==> src/sv/rrht_pkg.sv <==
// Shared types, codes and method tables for the RTSP request header tokenizer.
// No dependencies; other files refer to it by scoped names or import it.
package rrht_pkg;

  localparam int NumMethods     = 11;
  localparam int MethodNameLen  = 13;
  localparam int MethodNameBits = MethodNameLen * 8;
  localparam int CfgIndexBits   = 2;
  localparam int CfgDataBits    = 13;
  localparam int NumLimits      = 4;

  localparam logic [NumMethods-1:0] AllCandidates = '1;
  localparam logic [3:0]            MethodLenMax  = 4'd15;

  localparam logic [7:0] PrintLow  = 8'd33;
  localparam logic [7:0] PrintHigh = 8'd126;
  localparam logic [7:0] ChDollar  = 8'h24;
  localparam logic [7:0] ChColon   = 8'h3A;
  localparam logic [7:0] ChSpace   = 8'h20;
  localparam logic [7:0] ChCr      = 8'h0D;
  localparam logic [7:0] ChLf      = 8'h0A;
  localparam logic [7:0] ChUnder   = 8'h5F;
  localparam logic [7:0] ChUpperA  = 8'h41;
  localparam logic [7:0] ChUpperZ  = 8'h5A;

  // Register indexes on the configuration port
  typedef enum logic [CfgIndexBits-1:0] {
    CfgMaxUrl     = 2'd0,
    CfgMaxVersion = 2'd1,
    CfgMaxName    = 2'd2,
    CfgMaxValue   = 2'd3
  } cfg_index_e;

  typedef enum logic [2:0] {
    RoleMethod  = 3'd0,
    RoleUrl     = 3'd1,
    RoleVersion = 3'd2,
    RoleName    = 3'd3,
    RoleValue   = 3'd4,
    RoleDelim   = 3'd5,
    RoleMark    = 3'd6,
    RoleNone    = 3'd7
  } role_e;

  typedef enum logic [2:0] {
    CauseNone   = 3'd0,
    CauseChar   = 3'd1,
    CauseMethod = 3'd2,
    CauseLength = 3'd3,
    CauseEol    = 3'd4
  } cause_e;

  typedef struct packed {
    cause_e     error_cause;
    logic       error;
    logic       request_done;
    logic [3:0] method_code;
    logic       field_end;
    role_e      role;
    logic [7:0] byte_out;
  } result_t;

  // Names are right-justified in the vector: first char sits highest.
  localparam logic [MethodNameBits-1:0] MethodNames [NumMethods] = '{
    "DESCRIBE", "ANNOUNCE", "GET_PARAMETER", "OPTIONS", "PAUSE", "PLAY",
    "RECORD", "REDIRECT", "SETUP", "SET_PARAMETER", "TEARDOWN"
  };
  localparam logic [3:0] MethodLens [NumMethods] = '{
    4'd8, 4'd8, 4'd13, 4'd7, 4'd5, 4'd4, 4'd6, 4'd8, 4'd5, 4'd13, 4'd8
  };

  // Character at position pos of method k (meaningless when pos >= length)
  function automatic logic [7:0] method_char(input logic [3:0] k, input logic [3:0] pos);
    logic [3:0] idx;
    idx = 4'(MethodLens[k] - 4'd1 - pos);
    return MethodNames[k][{idx, 3'b000} +: 8];
  endfunction

  function automatic logic is_printable(input logic [7:0] b);
    return (b >= PrintLow) && (b <= PrintHigh);
  endfunction

  function automatic logic is_upper(input logic [7:0] b);
    return (b >= ChUpperA) && (b <= ChUpperZ);
  endfunction

endpackage

==> src/sv/rrht_method_match.sv <==
// Method name matcher: narrows the candidate vector by one byte and reports
// the method that fits the current candidates and length. Uses rrht_pkg.
module rrht_method_match (
  input  logic [rrht_pkg::NumMethods-1:0] cand_i,
  input  logic [3:0]                      len_i,
  input  logic [7:0]                      byte_i,
  output logic [rrht_pkg::NumMethods-1:0] cand_o,
  output logic [3:0]                      len_o,
  output logic [3:0]                      code_o
);

  always_comb begin
    cand_o = cand_i;
    code_o = 4'd0;
    for (int k = 0; k < rrht_pkg::NumMethods; k++) begin
      if (len_i >= rrht_pkg::MethodLens[k] ||
          rrht_pkg::method_char(4'(k), len_i) != byte_i) begin
        cand_o[k] = 1'b0;
      end
      if (cand_i[k] && rrht_pkg::MethodLens[k] == len_i) begin
        code_o = 4'(k + 1);
      end
    end
  end

  assign len_o = (len_i < rrht_pkg::MethodLenMax) ? 4'(len_i + 4'd1) : len_i;

endmodule

==> src/sv/rrht_parser.sv <==
// Per-byte parse state machine: holds the request phase, method candidates
// and field counter, and forms one result per step. Uses rrht_pkg and
// rrht_method_match.
module rrht_parser #(
  parameter int LENGTH_BITS = 13
) (
  input  logic                                             clk_i,
  input  logic                                             rst_ni,
  input  logic                                             step_i,
  input  logic                                             restart_i,
  input  logic [7:0]                                       byte_i,
  input  logic [rrht_pkg::NumLimits-1:0][LENGTH_BITS-1:0]  limit_i,
  output rrht_pkg::result_t                                result_o
);

  typedef enum logic [3:0] {
    PhStart       = 4'd0,
    PhMethod      = 4'd1,
    PhUrl         = 4'd2,
    PhVersion     = 4'd3,
    PhLineCr      = 4'd4,
    PhHdrStart    = 4'd5,
    PhHdrName     = 4'd6,
    PhHdrValue    = 4'd7,
    PhHdrCr       = 4'd8,
    PhEndCr       = 4'd9,
    PhInterleaved = 4'd10,
    PhError       = 4'd11
  } phase_e;

  phase_e                          phase_q, phase_d;
  logic [rrht_pkg::NumMethods-1:0] cand_q, cand_d;
  logic [3:0]                      mlen_q, mlen_d;
  logic [LENGTH_BITS-1:0]          flen_q, flen_d;
  logic [3:0]                      mm_q, mm_d;
  rrht_pkg::cause_e                cause_q, cause_d;

  logic [rrht_pkg::NumMethods-1:0] feed_cand, next_cand;
  logic [3:0]                      feed_len, next_len, match_code;

  // A new request starts matching from the full set
  assign feed_cand = (phase_q == PhStart) ? rrht_pkg::AllCandidates : cand_q;
  assign feed_len  = (phase_q == PhStart) ? 4'd0 : mlen_q;

  rrht_method_match u_match (
    .cand_i (feed_cand),
    .len_i  (feed_len),
    .byte_i (byte_i),
    .cand_o (next_cand),
    .len_o  (next_len),
    .code_o (match_code)
  );

  logic [LENGTH_BITS-1:0] flen_inc;
  assign flen_inc = LENGTH_BITS'(flen_q + 1'b1);

  always_comb begin
    rrht_pkg::role_e role;
    logic            fend, done;
    logic [7:0]      b;
    phase_d = phase_q;
    cand_d  = cand_q;
    mlen_d  = mlen_q;
    flen_d  = flen_q;
    mm_d    = mm_q;
    cause_d = cause_q;
    role    = rrht_pkg::RoleNone;
    fend    = 1'b0;
    done    = 1'b0;
    b       = byte_i;
    if (restart_i) begin
      phase_d = PhStart;
      cand_d  = rrht_pkg::AllCandidates;
      mlen_d  = 4'd0;
      flen_d  = '0;
      mm_d    = 4'd0;
      cause_d = rrht_pkg::CauseNone;
      b       = 8'd0;
    end else begin
      unique case (phase_q)
        PhStart: begin
          mm_d = 4'd0;
          if (b == rrht_pkg::ChDollar) begin
            phase_d = PhInterleaved;
            role    = rrht_pkg::RoleMark;
          end else if (rrht_pkg::is_upper(b)) begin
            cand_d  = next_cand;
            mlen_d  = next_len;
            phase_d = PhMethod;
            role    = rrht_pkg::RoleMethod;
          end else begin
            phase_d = PhError;
            cause_d = rrht_pkg::CauseChar;
          end
        end
        PhInterleaved: role = rrht_pkg::RoleMark;
        PhMethod: begin
          if (b == rrht_pkg::ChSpace) begin
            mm_d = match_code;
            if (match_code == 4'd0) begin
              phase_d = PhError;
              cause_d = rrht_pkg::CauseMethod;
            end else begin
              role    = rrht_pkg::RoleDelim;
              fend    = 1'b1;
              flen_d  = '0;
              phase_d = PhUrl;
            end
          end else if (rrht_pkg::is_upper(b) || b == rrht_pkg::ChUnder) begin
            cand_d = next_cand;
            mlen_d = next_len;
            role   = rrht_pkg::RoleMethod;
          end else begin
            phase_d = PhError;
            cause_d = rrht_pkg::CauseChar;
          end
        end
        PhUrl: begin
          if (b == rrht_pkg::ChSpace) begin
            role    = rrht_pkg::RoleDelim;
            fend    = 1'b1;
            flen_d  = '0;
            phase_d = PhVersion;
          end else if (!rrht_pkg::is_printable(b)) begin
            phase_d = PhError;
            cause_d = rrht_pkg::CauseChar;
          end else if (flen_q >= limit_i[rrht_pkg::CfgMaxUrl]) begin
            phase_d = PhError;
            cause_d = rrht_pkg::CauseLength;
          end else begin
            flen_d = flen_inc;
            role   = rrht_pkg::RoleUrl;
          end
        end
        PhVersion: begin
          if (b == rrht_pkg::ChCr || b == rrht_pkg::ChLf) begin
            role    = rrht_pkg::RoleDelim;
            fend    = 1'b1;
            phase_d = (b == rrht_pkg::ChCr) ? PhLineCr : PhHdrStart;
          end else if (!rrht_pkg::is_printable(b)) begin
            phase_d = PhError;
            cause_d = rrht_pkg::CauseChar;
          end else if (flen_q >= limit_i[rrht_pkg::CfgMaxVersion]) begin
            phase_d = PhError;
            cause_d = rrht_pkg::CauseLength;
          end else begin
            flen_d = flen_inc;
            role   = rrht_pkg::RoleVersion;
          end
        end
        PhLineCr, PhHdrCr: begin
          if (b == rrht_pkg::ChLf) begin
            role    = rrht_pkg::RoleDelim;
            phase_d = PhHdrStart;
          end else begin
            phase_d = PhError;
            cause_d = rrht_pkg::CauseEol;
          end
        end
        PhHdrStart: begin
          if (b == rrht_pkg::ChCr) begin
            role    = rrht_pkg::RoleDelim;
            phase_d = PhEndCr;
          end else if (b == rrht_pkg::ChLf) begin
            role    = rrht_pkg::RoleDelim;
            done    = 1'b1;
            phase_d = PhStart;
          end else if (!rrht_pkg::is_printable(b) || b == rrht_pkg::ChColon) begin
            phase_d = PhError;
            cause_d = rrht_pkg::CauseChar;
          end else begin
            // name starts over at length zero; a zero limit refuses it
            flen_d = '0;
            if (limit_i[rrht_pkg::CfgMaxName] == '0) begin
              phase_d = PhError;
              cause_d = rrht_pkg::CauseLength;
            end else begin
              flen_d  = LENGTH_BITS'(1);
              role    = rrht_pkg::RoleName;
              phase_d = PhHdrName;
            end
          end
        end
        PhHdrName: begin
          if (b == rrht_pkg::ChColon) begin
            role    = rrht_pkg::RoleDelim;
            fend    = 1'b1;
            flen_d  = '0;
            phase_d = PhHdrValue;
          end else if (!rrht_pkg::is_printable(b)) begin
            phase_d = PhError;
            cause_d = rrht_pkg::CauseChar;
          end else if (flen_q >= limit_i[rrht_pkg::CfgMaxName]) begin
            phase_d = PhError;
            cause_d = rrht_pkg::CauseLength;
          end else begin
            flen_d = flen_inc;
            role   = rrht_pkg::RoleName;
          end
        end
        PhHdrValue: begin
          if (b == rrht_pkg::ChCr || b == rrht_pkg::ChLf) begin
            role    = rrht_pkg::RoleDelim;
            fend    = 1'b1;
            phase_d = (b == rrht_pkg::ChCr) ? PhHdrCr : PhHdrStart;
          end else if (flen_q >= limit_i[rrht_pkg::CfgMaxValue]) begin
            phase_d = PhError;
            cause_d = rrht_pkg::CauseLength;
          end else begin
            flen_d = flen_inc;
            role   = rrht_pkg::RoleValue;
          end
        end
        PhEndCr: begin
          if (b == rrht_pkg::ChLf) begin
            role    = rrht_pkg::RoleDelim;
            done    = 1'b1;
            phase_d = PhStart;
          end else begin
            phase_d = PhError;
            cause_d = rrht_pkg::CauseEol;
          end
        end
        default: phase_d = PhError;
      endcase
    end
    result_o.byte_out     = b;
    result_o.role         = role;
    result_o.field_end    = fend;
    result_o.method_code  = mm_d;
    result_o.request_done = done;
    result_o.error        = (phase_d == PhError);
    result_o.error_cause  = cause_d;
  end

  always_ff @(posedge clk_i or negedge rst_ni) begin
    if (!rst_ni) begin
      phase_q <= PhStart;
      cand_q  <= rrht_pkg::AllCandidates;
      mlen_q  <= 4'd0;
      flen_q  <= '0;
      mm_q    <= 4'd0;
      cause_q <= rrht_pkg::CauseNone;
    end else if (step_i) begin
      phase_q <= phase_d;
      cand_q  <= cand_d;
      mlen_q  <= mlen_d;
      flen_q  <= flen_d;
      mm_q    <= mm_d;
      cause_q <= cause_d;
    end
  end

endmodule

==> src/sv/rtsp_request_header_tokenizer_top.sv <==
// Top level of the RTSP request header tokenizer: stream ports, limit
// registers, input and result registers. Uses rrht_pkg and rrht_parser.
//
// Path: an accepted item goes through the input register, then the result
// register, before it is shown on the master side.
// Throughput: one item per cycle unless stalled; the parse step for a byte
// is one pass through the phase machine and the eleven-way method compare.
// Reset (rst_ni low, asynchronous): parser to start of request, pipeline
// empty, limits to 2048/64/256/4096. Restart items clear the parser only.
module rtsp_request_header_tokenizer_top #(
  parameter int LENGTH_BITS = 13
) (
  input  logic                              clk_i,
  input  logic                              rst_ni,
  // slave side
  input  logic                              s_tvalid,
  output logic                              s_tready,
  input  logic [7:0]                        s_tdata,   // [7:0] byte_in
  input  logic                              s_tuser,   // [0] opcode (1 = restart)
  // master side
  output logic                              m_tvalid,
  input  logic                              m_tready,
  // [7:0] byte_out, [8] field_end, [12:9] method_code, [13] request_done,
  // [14] error, [17:15] error_cause, [23:18] zero
  output logic [23:0]                       m_tdata,
  output logic [2:0]                        m_tuser,   // [2:0] role
  // configuration writes
  input  logic                              cfg_we_i,
  input  logic [rrht_pkg::CfgIndexBits-1:0] cfg_index_i,
  input  logic [rrht_pkg::CfgDataBits-1:0]  cfg_data_i
);

  // Field length limits, indexed by the register codes of the package
  logic [rrht_pkg::NumLimits-1:0][LENGTH_BITS-1:0] limit_q;

  always_ff @(posedge clk_i or negedge rst_ni) begin
    if (!rst_ni) begin
      limit_q[rrht_pkg::CfgMaxUrl]     <= LENGTH_BITS'(2048);
      limit_q[rrht_pkg::CfgMaxVersion] <= LENGTH_BITS'(64);
      limit_q[rrht_pkg::CfgMaxName]    <= LENGTH_BITS'(256);
      limit_q[rrht_pkg::CfgMaxValue]   <= LENGTH_BITS'(4096);
    end else if (cfg_we_i) begin
      limit_q[cfg_index_i] <= LENGTH_BITS'(cfg_data_i);
    end
  end

  // Input register feeds the parser; the result register holds its output.
  logic              in_valid_q;
  logic              in_op_q;
  logic [7:0]        in_byte_q;
  logic              out_valid_q;
  rrht_pkg::result_t out_q;
  rrht_pkg::result_t step_res;

  logic out_free, step;
  assign out_free = !out_valid_q || m_tready;
  assign step     = in_valid_q && out_free;   // parser state advances here
  assign s_tready = !in_valid_q || out_free;

  always_ff @(posedge clk_i or negedge rst_ni) begin
    if (!rst_ni) begin
      in_valid_q  <= 1'b0;
      out_valid_q <= 1'b0;
    end else begin
      if (s_tready) begin
        in_valid_q <= s_tvalid;
      end
      if (out_free) begin
        out_valid_q <= in_valid_q;
      end
    end
  end

  // payload registers, no reset needed
  always_ff @(posedge clk_i) begin
    if (s_tready && s_tvalid) begin
      in_op_q   <= s_tuser;
      in_byte_q <= s_tdata;
    end
    if (step) begin
      out_q <= step_res;
    end
  end

  rrht_parser #(
    .LENGTH_BITS (LENGTH_BITS)
  ) u_parser (
    .clk_i     (clk_i),
    .rst_ni    (rst_ni),
    .step_i    (step),
    .restart_i (in_op_q),
    .byte_i    (in_byte_q),
    .limit_i   (limit_q),
    .result_o  (step_res)
  );

  assign m_tvalid = out_valid_q;
  assign m_tuser  = out_q.role;
  assign m_tdata  = {6'd0, out_q.error_cause, out_q.error, out_q.request_done,
                     out_q.method_code, out_q.field_end, out_q.byte_out};

endmodule

==> config.mk <==
export PLATFORM = sky130hd
export DESIGN_NAME = rtsp_request_header_tokenizer_top
export DESIGN_NICKNAME = d
export VERILOG_FILES = /design/src/sv/rrht_pkg.sv /design/src/sv/rrht_method_match.sv /design/src/sv/rrht_parser.sv /design/src/sv/rtsp_request_header_tokenizer_top.sv
export SDC_FILE = /design/constraint.sdc
export NUM_CORES = 1
export LEC_CHECK = 0
export BUFFER_PORTS_ARGS = -buffer_cell sky130_fd_sc_hd__buf_2
export CORE_UTILIZATION = 65
export DETAILED_ROUTE_END_ITERATION = 7
export PLACE_DENSITY_LB_ADDON = 0.08
export SLEW_MARGIN = 10
export SYNTH_ARGS = -nofsm -noshare
export SYNTH_HDL_FRONTEND = slang
export SYNTH_SLANG_ARGS = --single-unit
==> constraint.sdc <==
create_clock -name clk_i -period 10.5 [get_ports clk_i]
set_input_delay 1.05 -clock clk_i [delete_from_list [all_inputs] [get_ports clk_i]]
set_output_delay 1.05 -clock clk_i [all_outputs]
set_load 0.02 [all_outputs]
==> flow_metrics.tcl <==
set metrics [dict create \
    post_cts_buffers 0 \
    dr_total_vias 9086 \
    final_net_count 1217 \
    clock_skew_ns 0.00998 \
    worstSetupStartpointType "register" \
    design_area_um2 10400 \
    cp.required_ns 10.84 \
    yosysSeqAreaShare_pct 34.1 \
    slew_viol_final 0 \
    rsz0062_at_grt "no" \
    crit_path_end_kind "register" \
    ys_ff_latch 123 \
    slowest_delay_ns 0.99 \
    hpwl_um 20200 \
    crit_type "reg2reg" \
    final.period_utilization_pct 50.1 \
    die_w_um 123 \
    power.leakage_nw 4.54 \
    ys.flop_type "dfrtp_1" \
    max_freq_ghz 0.190 \
    synth_top_family_by_area "simple AND/OR/NAND/NOR gates" \
    clk_pin_slew_worst_paths_ns 0.06 \
    grt_max_degree 72 \
    worst_pin_slew_ns 1.21 \
    place.gp.congestion 0.990 \
    htreeDepth 4 \
    route.detailed.drc 0 \
    routed_wl_um 28900 \
    setup_viol 0 \
    antenna_found_initial 1 \
    insertion_delay_ns 0.43 \
    hold_viol 0 \
    detail_route.iter0.violations 1016 \
    area_growth_syn_to_layout_pct 9.38 \
    crit_start "u_parser.phase_q[0]$_DFFE_PN0P_" \
    cts-resized-gates 0 \
    dpl_cell_area_um2 9810 \
    fp.dieH_um 123 \
    rows 43 \
    place.port_buffers 51 \
    synth_mux_area_share_pct 5.58 \
    crit_chain "or4_1 -> nand2_1 -> ha_1 -> and3_1 -> nor2b_1 -> o21a_1 -> o31a_1 -> o41a_1 -> o2111ai_2 -> and2_4 -> mux2i_1" \
    routed_via_density 6.95 \
    report.power.total_mw 1.69 \
    grt_pass1_vias 8150 \
    synth-xor-area-share_pct 3.77 \
    synthArstFlopShare_pct 75.6 \
    dieArea_um2 15100 \
    cp.arrival_ns 5.61 \
    grt_first_pass_wirelength_um 44900 \
    status "finished, final reports clean" \
    syn_area_um2 9530 \
    hp-start "in_valid_q$_DFFE_PN0N_" \
    grt_use_total_pct 39.5 \
    crit_path_max_fanout 24 \
    drt_first_pass_iters 6 \
    power_density_nw_per_um2 162 \
    synth_edf_count 30 \
    fillCellCount 1073 \
    rr_startpoint "u_parser.phase_q[0]$_DFFE_PN0P_" \
    hp-class "reg2reg" \
    netlist-cell-type-count 83 \
    ios 58 \
    cts.path.max_buffers 2 \
    cap_violations 0 \
    finalCriticalPeriod_ns 5.26 \
    syn_avg_cell_area_um2 8.70 \
    layout-drive-gt1-share_pct 15.2 \
    cts_tree "yes" \
    synth_warnings 0 \
    post_drt_wl_per_cell_um 22.1 \
    yosys.area_share.adder_pct 9.72 \
    clock_sinks 123 \
    clockRootBuffer "clkbuf_16" \
    max-slew-margin-rel_pct 19.5 \
    postCtsHoldBufs 0 \
    ff2ff_setup_slack_ns 5.24 \
    synth_compound_area_share_pct 20.0 \
    setup_tns_ns 0 \
    cts_buffers 17 \
    overflow 0 \
    ir_drop_mv 0.151 \
    postSynthCellCount 1095 \
    start_util_pct 67.6 \
    drt.antenna.violating_nets 0 \
    synth-simple-area-share_pct 20.6 \
    cpMaxStageDelayCell "or4_1" \
    fp.coreArea_um2 14100 \
]
## cell families after synthesis
kind of cell,after synthesis
DFF,123
adders and majority gates,74
buffers and inverters,145
muxes,48
xor gates and xnor gates,41
AOI/OAI and AO/OA,281
and+or+nand+nor,382
other,1
## worst max-delay path: cells and delay by family (launching register included)
kind,cells,cell delay (ns)
AOI/OAI and AO/OA,4,1.60
and+or+nand+nor,5,2.09
DFF,1,0.65
adders and majority gates,1,0.61
muxes,1,0.21
## cell usage after synthesis (all sizes together), types with 5 or more instances
cell type,number,area [um^2]
nand2b,12,75.1
buf,26,150
xnor2,23,201
o41ai,6,60.1
or2,9,56.3
nor2,83,312
a211oi,10,75.1
inv,76,285
nor2b,16,100
a211o,14,123
o21ai,71,355
mux2i,7,70.1
o22ai,6,37.5
nand3,38,190
mux2,41,462
a21oi,63,315
o2111ai,9,85.1
or4,5,37.5
o31ai,10,75.1
o21a,7,52.6
dfrtp,78,1950
a31oi,16,100
o211ai,8,60.1
edfxtp,30,901
a22oi,5,37.5
nor4,24,165
nand2,91,342
ha,74,926
xor2,18,158
or3,11,68.8
and3,19,119
and2,7,46.3
nor3,20,100
nand3b,8,60.1
nand4,18,113
nor3b,7,52.6
o32ai,6,52.6
clkbuf,41,154
dfstp,15,394
## state kept, by name (all words and copies together), names as in the netlist
name / count
in_byte_q: 8
u_parser.phase_q: 4
u_parser.flen_q: 13
in_valid_q: 1
m_tdata: 18
m_tvalid: 1
u_parser.cand_q: 11
u_parser.mm_q: 4
limit_q: 52
m_tuser: 3
u_parser.cause_q: 3
in_op_q: 1
u_parser.mlen_q: 4
## per-stage QoR
step           cells  setup WS [ns]  hold WS (ns)  util [%]
2_1_floorplan   1100           6.59         0.447         -
3_3_place_gp    1275           5.48         0.466      69.6
3_5_place_dp    1275           5.37         0.494      69.6
4_1_cts         1307           5.33         0.501      73.9
5_1_grt         1308           5.00         0.512      73.9
6_report        1308           5.24         0.497      73.9
## cell usage in the layout (no fill, tap or decap), types with 7 or more instances in the layout
cell | netlist | final
nor4_1 | 23 | 23
inv_1 | 74 | 74
mux2_2 | 41 | 41
a211oi_1 | 10 | 10
o31ai_1 | 10 | 10
a21oi_1 | 63 | 63
a211o_1 | 14 | 14
xor2_1 | 18 | 18
dfrtp_1 | 78 | 78
edfxtp_1 | 30 | 30
nand3b_1 | 8 | 8
ha_1 | 74 | 74
nand2b_1 | 12 | 12
dfstp_2 | 15 | 15
clkbuf_16 | 0 | 17
and3_1 | 19 | 19
nand2_1 | 91 | 91
nor2_1 | 83 | 83
nor2b_1 | 16 | 16
or3_1 | 11 | 11
nand3_1 | 38 | 38
or2_2 | 8 | 8
nand4_1 | 18 | 18
o211ai_1 | 8 | 8
o21a_1 | 7 | 7
mux2i_1 | 7 | 7
xnor2_1 | 23 | 23
o21ai_0 | 69 | 69
nor3_1 | 20 | 20
buf_4 | 8 | 12
a31oi_1 | 16 | 16
buf_2 | 6 | 50
o2111ai_1 | 8 | 8
## path summary, 6_finish.rpt
kind                                                  end  cells after the start
hold reg to reg                      m_tvalid$_DFFE_PN0P_                      1
min in group asynchronous  u_parser.flen_q[7]$_DFFE_PN0P_                      1
setup reg to reg           u_parser.flen_q[0]$_DFFE_PN0P_                     11
hold / removal                       m_tvalid$_DFFE_PN0P_                      1
max in group asynchronous         limit_q[39]$_DFFE_PN0P_                      2
setup / recovery           u_parser.flen_q[0]$_DFFE_PN0P_                     11
## metal layers
layer,track usage (%),vias to the layer above,share of wire (%)
met1,55.1,4408,42
met4,15.0,0,3.3
met3,7.75,97,9.7
li1,-,4051,-
met2,60.7,530,45
met5,0,-,0
## cell type report
cell class / count / area (um^2) / area share (%)
clock inverters: 13 / 163 / 1.56
flip-flops and latches: 123 / 3250 / 31.2
multi-input cells: 832 / 5710 / 54.8
diodes: 1 / 2.50 / 0.0240
repair buffers: 62 / 340 / 3.27
well taps: 180 / 225 / 2.16
inverters: 78 / 293 / 2.81
clock buffers: 19 / 443 / 4.25
## power by group
group | internal, mW | leakage, nW | switching (mW) | total (mW)
Sequential | 0.559 | 1.43 | 0.0642 | 0.623
Combinational | 0.164 | 2.82 | 0.286 | 0.450
Clock | 0.381 | 0.295 | 0.237 | 0.618
Total | 1.10 | 4.54 | 0.587 | 1.69
(Power assumes the default switching activity.)
